$ cat src/rtl/gugn_pkg.sv
// Shared widths, register codes, pipeline types and the upwind magnitude helper.
package gugn_pkg;

    localparam int DATA_W = 32;
    localparam int SUM_W  = 64;
    localparam int ROOT_W = 32;
    localparam int REM_W  = 34;
    localparam int DIM_W  = 2;

    localparam logic [DIM_W-1:0] DIM_NONE  = 2'd0;
    localparam logic [DIM_W-1:0] DIM_ONE   = 2'd1;
    localparam logic [DIM_W-1:0] DIM_TWO   = 2'd2;
    localparam logic [DIM_W-1:0] DIM_THREE = 2'd3;
    localparam logic [DIM_W-1:0] DIM_RESET = DIM_THREE;

    // One stage of the square-root chain.
    typedef struct packed {
        logic                valid;
        logic [SUM_W-1:0]    radicand;
        logic [REM_W-1:0]    rem;
        logic [ROOT_W-1:0]   root;
    } t_sqrt_stage;

    // Larger of the two one-sided magnitudes that the upwind choice keeps.
    function automatic logic [DATA_W-1:0] f_upwind_mag(
        input logic               positive,
        input logic signed [DATA_W-1:0] left_g,
        input logic signed [DATA_W-1:0] right_g
    );
        logic [DATA_W-1:0] l_pos;
        logic [DATA_W-1:0] l_neg;
        logic [DATA_W-1:0] r_pos;
        logic [DATA_W-1:0] r_neg;
        logic [DATA_W-1:0] a;
        logic [DATA_W-1:0] b;
        l_pos = (!left_g[DATA_W-1] && (left_g != '0)) ? DATA_W'(left_g) : '0;
        l_neg = left_g[DATA_W-1] ? DATA_W'(-left_g) : '0;
        r_pos = (!right_g[DATA_W-1] && (right_g != '0)) ? DATA_W'(right_g) : '0;
        r_neg = right_g[DATA_W-1] ? DATA_W'(-right_g) : '0;
        a = positive ? l_neg : l_pos;
        b = positive ? r_pos : r_neg;
        return (a > b) ? a : b;
    endfunction

endpackage

$ cat src/rtl/gugn_sqrt_cell.sv
// One digit of the restoring square root: brings down two radicand bits, decides one root bit.
module gugn_sqrt_cell import gugn_pkg::*; (
    input  logic        i_clk,
    input  logic        i_rst_n,
    input  t_sqrt_stage i_stage,
    output t_sqrt_stage o_stage
);

    logic [REM_W+1:0] shifted;
    logic [REM_W+1:0] trial;
    logic             take;
    t_sqrt_stage      n_stage;
    t_sqrt_stage      r_stage;

    always_comb begin
        shifted = {i_stage.rem, i_stage.radicand[SUM_W-1 -: 2]};
        trial   = (REM_W+2)'({i_stage.root, 2'b01});
        take    = (shifted >= trial);
        n_stage.valid    = i_stage.valid;
        n_stage.radicand = {i_stage.radicand[SUM_W-3:0], 2'b00};
        n_stage.rem      = take ? REM_W'(shifted - trial) : REM_W'(shifted);
        n_stage.root     = {i_stage.root[ROOT_W-2:0], take};
    end

    always_ff @(posedge i_clk) begin
        r_stage.radicand <= n_stage.radicand;
        r_stage.rem      <= n_stage.rem;
        r_stage.root     <= n_stage.root;
        if (!i_rst_n) begin
            r_stage.valid <= 1'b0;
        end else begin
            r_stage.valid <= n_stage.valid;
        end
    end

    assign o_stage = r_stage;

endmodule

$ cat config.mk
export PLATFORM = sky130hd
export DESIGN_NAME = gugn_sqrt_cell
export DESIGN_NICKNAME = d
export VERILOG_FILES = /design/src/rtl/gugn_pkg.sv /design/src/rtl/gugn_sqrt_cell.sv
export SDC_FILE = /design/constraint.sdc
export NUM_CORES = 1
export LEC_CHECK = 0
export ABC_AREA = 0
export BUFFER_PORTS_ARGS = -buffer_cell sky130_fd_sc_hd__buf_2
export CELL_PAD_IN_SITES_DETAIL_PLACEMENT = 0
export CELL_PAD_IN_SITES_GLOBAL_PLACEMENT = 1
export CORE_MARGIN = 2
export CORE_UTILIZATION = 36
export CTS_BUF_LIST = sky130_fd_sc_hd__clkbuf_4
export CTS_CLUSTER_DIAMETER = 30
export DETAILED_ROUTE_END_ITERATION = 8
export HOLD_SLACK_MARGIN = 0.12
export PLACE_DENSITY = 0.89
export SLEW_MARGIN = 0
export SYNTH_ARGS = -nofsm -noshare
export SYNTH_HDL_FRONTEND = slang
export SYNTH_SLANG_ARGS = --single-unit
$ cat constraint.sdc
create_clock -name i_clk -period 6.4 [get_ports i_clk]
set_clock_uncertainty 0.15 [all_clocks]
set_input_delay 0.64 -clock i_clk [delete_from_list [all_inputs] [get_ports i_clk]]
set_output_delay 0.64 -clock i_clk [all_outputs]
set_load 0.05 [all_outputs]
# After elaboration in Yosys (flattened, before gate mapping)
# Cells that the tools add are included.
[word_totals] ff_bits=129 output_inout_bits=131 word_cells=7
[op_classes] n_addsub=1 n_lt_le_gt_ge=1 muxes=1
[op_table] op=">= comparator 36 x 34 -> 1 bit" count=1
[op_table] op="two-way mux 34 bit" count=1
[op_table] op="subtractor 34 bit" count=1

# Longest topological paths before layout
[logic_depth] word_depth=2 ltp_mapped=13 ltp_nobuf=10

# Worst setup path before layout
# No wires, ideal clock.
[synth_timing] path_kind="input to register" from="input i_stage[9] in the netlist's numbering" to="register r_stage (netlist bit o_stage[59])" arrival_time_ps=2638 setup_slack_ps=3490 path_stages=10 n_path_buf=0 path_cell_list="inv_1 -> ha_1 -> a21o_1 -> a31o_1 -> a211oi_4 -> o211ai_2 -> a21bo_2 -> mux2i_1 -> o221ai_1 -> mux2_4"
[synth_rtl] element="start, declared" line="gugn_sqrt_cell.sv:5" rtl="input t_sqrt_stage i_stage,"
[synth_rtl] element="end, declared" line="gugn_sqrt_cell.sv:13" rtl="t_sqrt_stage r_stage;"

==> impl_metrics.xml <==
<?xml version="1.0" encoding="UTF-8"?>
<metrics>
  <group name="synth">
    <metric name="synthMostInstantiatedCell" unit="">dfxtp_1</metric>
    <metric name="synth_area" unit="µm²">5060</metric>
    <metric name="synth.avg_cell_area" unit="µm²">9.94</metric>
    <metric name="postSynthCellCount" unit="">509</metric>
    <metric name="synth.distinct_cells" unit="">62</metric>
    <metric name="yosys_warnings" unit="">0</metric>
    <metric name="number_of_flops_mapped_to_enable_cells_by_yosys" unit="">0</metric>
    <metric name="yosys.area.top_type_share" unit="%">51.0</metric>
    <metric name="postSynthRegisterBits" unit="">129</metric>
    <metric name="ys_async_sr_fraction" unit="%">0</metric>
    <metric name="largest_area_contributor_in_the_synthesized_netlist" unit="">dfxtp_1</metric>
    <metric name="synth.yosys.seq_area_share" unit="%">51.0</metric>
    <metric name="netlist_top_cells_area" unit="">dfxtp_1, ha_1, nand2_1</metric>
    <metric name="ys_top_cells_by_count" unit="">dfxtp_1, nand2_1, inv_1</metric>
    <metric name="synth_ff_type" unit="">dfxtp_1</metric>
  </group>
  <group name="critical_path">
    <metric name="end_kind" unit="">register</metric>
    <metric name="critical_path_peak_fanout" unit="">64</metric>
    <metric name="worst-endpoint-required" unit="ps">6700</metric>
    <metric name="worst_ep_arrival_time" unit="ps">4260</metric>
    <metric name="path_class" unit="">input pin to register</metric>
    <metric name="timing.critical_path.from_type" unit="">input pin</metric>
  </group>
  <group name="sta">
    <metric name="period_minus_slack" unit="ps">3950</metric>
    <metric name="setup_viol" unit="">0</metric>
    <metric name="final.setup.tns" unit="ps">0</metric>
    <metric name="final_max_slew_viol_count" unit="">0</metric>
    <metric name="fmax" unit="GHz">0.253</metric>
    <metric name="final_hold_viols" unit="">0</metric>
    <metric name="post-route-period-util" unit="%">61.7</metric>
    <metric name="worst_slew_pin_slew" unit="ps">1080</metric>
    <metric name="rel_slew_slack" unit="%">28.1</metric>
    <metric name="worst_hold_slack" unit="ps">161</metric>
    <metric name="grt_setup_unrepaired" unit="">false</metric>
  </group>
  <group name="outcome">
    <metric name="status" unit="">finished clean</metric>
  </group>
  <group name="route">
    <metric name="route.detailed.vias_per_inst" unit="">4.65</metric>
    <metric name="route.final.wire_length" unit="mm">16.3</metric>
    <metric name="drt_pre_antenna_iters" unit="">5</metric>
    <metric name="remaining_drc_errors" unit="">0</metric>
    <metric name="drt_first_iter_violations" unit="">214</metric>
    <metric name="avgRoutedWirePerCell" unit="µm">15.1</metric>
    <metric name="antenna_violating_nets_post_route" unit="">0</metric>
    <metric name="vias" unit="">5022</metric>
  </group>
  <group name="floorplanning">
    <metric name="die_width" unit="µm">123</metric>
    <metric name="standard_cell_core_area" unit="µm²">13800</metric>
    <metric name="design.portCount" unit="">264</metric>
    <metric name="placementRows" unit="">43</metric>
    <metric name="die_h" unit="µm">123</metric>
    <metric name="start_util" unit="%">36.6</metric>
    <metric name="design.die.area" unit="µm²">15000</metric>
  </group>
  <group name="min_path">
    <metric name="whs_path_depth" unit="">3</metric>
    <metric name="hp-class" unit="">input pin to register</metric>
    <metric name="hold_end" unit="">o_stage[41]$_DFF_P_</metric>
    <metric name="hold_path.startpoint" unit="">i_stage[39]</metric>
  </group>
  <group name="cts">
    <metric name="post_cts_buffers" unit="">0</metric>
    <metric name="htree_num_levels" unit="">4</metric>
    <metric name="cts_root_buffer" unit="">clkbuf_4</metric>
    <metric name="clkSlewWorstSetupHoldPaths" unit="ps">120</metric>
    <metric name="cts_inserted_buffers" unit="">17</metric>
    <metric name="number_of_clock_sinks" unit="">129</metric>
    <metric name="tritoncts" unit="">done</metric>
    <metric name="cts_max_path_buffers" unit="">2</metric>
  </group>
  <group name="flow_run">
    <metric name="max_cap_viol_count" unit="">0</metric>
  </group>
  <group name="grt">
    <metric name="first_global_vias" unit="">5013</metric>
    <metric name="antenna_found_initial" unit="">0</metric>
    <metric name="grt_start_max_net_pins" unit="">65</metric>
    <metric name="grt_overflow_total" unit="">0</metric>
    <metric name="grt_pass1_wl" unit="mm">24.2</metric>
    <metric name="gr-usage-all-layers" unit="%">21.1</metric>
  </group>
  <group name="power_and_ir_drop">
    <metric name="p_leak" unit="nW">3.92</metric>
    <metric name="vdd_drop_max" unit="mV">0.154</metric>
    <metric name="total_power_per_unit_cell_area" unit="nW/µm²">278</metric>
  </group>
  <group name="cells_and_area">
    <metric name="fin_area" unit="µm²">7900</metric>
    <metric name="layout.filler_cells" unit="">1194</metric>
    <metric name="stdcell_count" unit="">1079</metric>
    <metric name="core_utilization_of_the_finished_layout" unit="%">57.1</metric>
    <metric name="final_net_count" unit="">1052</metric>
    <metric name="largest_register_ffs" unit="">129</metric>
    <metric name="flow.area_growth_from_synthesis" unit="%">56.2</metric>
    <metric name="layout-drive-gt1-share" unit="%">35.0</metric>
  </group>
  <group name="placed_design">
    <metric name="place.detailed.hpwl" unit="mm">11.1</metric>
    <metric name="buffer_ports.inserted" unit="">261</metric>
    <metric name="gp_congestion" unit="">0.866</metric>
    <metric name="placed_area" unit="µm²">6500</metric>
    <metric name="post-place-cells" unit="">935</metric>
  </group>
</metrics>
kinds of logic after synthesis:
| logic type | Yosys count | share of synthesized area [%] |
|---|---|---|
| compound gates | 133 | 18.4 |
| xor+xnor | 27 | 4.67 |
| fa+ha+maj | 34 | 8.41 |
| buf+inv | 59 | 5.09 |
| flops | 129 | 51.0 |
| mux | 5 | 1.09 |
| other cells | 1 | 0.0741 |
| simple gates | 121 | 11.2 |
report_power, final:
group | switching [W] | leakage [nW] | internal, W | total [W]
combinational | 0.000492 | 2.67 | 0.000228 | 0.000720
sequential | 0.0000201 | 1.09 | 0.000882 | 0.000902
clock | 0.000332 | 0.158 | 0.000242 | 0.000574
critical path, stage by stage:
cell,delay (ps)
dlygate4sd3_1,520
buf_2,100
inv_1,30
ha_1,390
a21o_1,260
o41ai_2,350
o211ai_1,230
a211oi_1,280
o21a_2,890
clkinv_2,200
mux2_4,340
final cells by class:
type / instances / area, µm² / share of cell area [%]
Clock buffer: 18 / 135 / 1.71
Clock inverter: 14 / 151 / 1.92
Timing Repair Buffer: 372 / 2420 / 30.6
Antenna cell: 1 / 2.50 / 0.0317
Inverter: 43 / 163 / 2.06
Multi-Input combinational cell: 322 / 2220 / 28.2
Tap cell: 180 / 225 / 2.85
Sequential cell: 129 / 2580 / 32.7
how the worst max path moves through the flow:
| stage | start | endpoint | slack, ps | cells after the start |
|---|---|---|---|---|
| floorplan | i_stage[9] | o_stage[59]$_DFF_P_ | 3490 | 10 |
| global placement | i_stage[7] | o_stage[59]$_DFF_P_ | 2430 | 10 |
| detailed placement | i_stage[7] | o_stage[59]$_DFF_P_ | 2350 | 10 |
| CTS | i_stage[7] | o_stage[59]$_DFF_P_ | 2420 | 11 |
| global route | i_stage[7] | o_stage[59]$_DFF_P_ | 2140 | 11 |
| finish | i_stage[7] | o_stage[59]$_DFF_P_ | 2450 | 11 |
cell usage in the layout, fill, tap and decap left out, types with 3 or more instances in the layout:
cell type      Yosys  layout
xnor2_1           14      14
a21o_1            19      19
nand2b_1           5       5
and2_1             4       4
o31ai_1            4       4
dfxtp_1          129     129
ha_1              34      34
nand4_1            6       6
buf_2              6     261
a31oi_1            4       4
nand2_1           58      58
nand3_1            6       6
o41ai_2            3       3
nor3_1            10      10
inv_6              0       6
mux2i_1            4       4
o21ai_0           41      41
inv_1             42      42
o21ai_1            4       4
clkbuf_4           0      18
dlygate4sd3_1      0     111
a21oi_1           28      28
and3_2             3       3
nor2_1            18      18
xor2_1            13      13
clkinv_4           0       3
layer usage:
metal	global-route usage, %	wire length, µm	vias up	share of wire [%]
met5	0	0	-	0
met4	10.8	563	0	3.4
met3	5.90	1130	41	6.9
met2	38.4	8310	196	51
met1	22.1	6340	2284	39
li1	-	-	2501	-
timing repair:
item / CTS / global route
hold endpoints to repair: 110 / 0
hold buffers: 111 / 0
resized for setup: 0 / 0
stage by stage:
step / worst slack [ps] / power (W)
floorplan: 3490 / 0.00141
global placement: 2430 / 0.00158
detailed placement: 2350 / 0.00158
CTS: 2420 / 0.00221
global route: 2140 / 0.00230
finish: 2450 / 0.00220
Note: power is estimated with default switching activity, not from simulation.
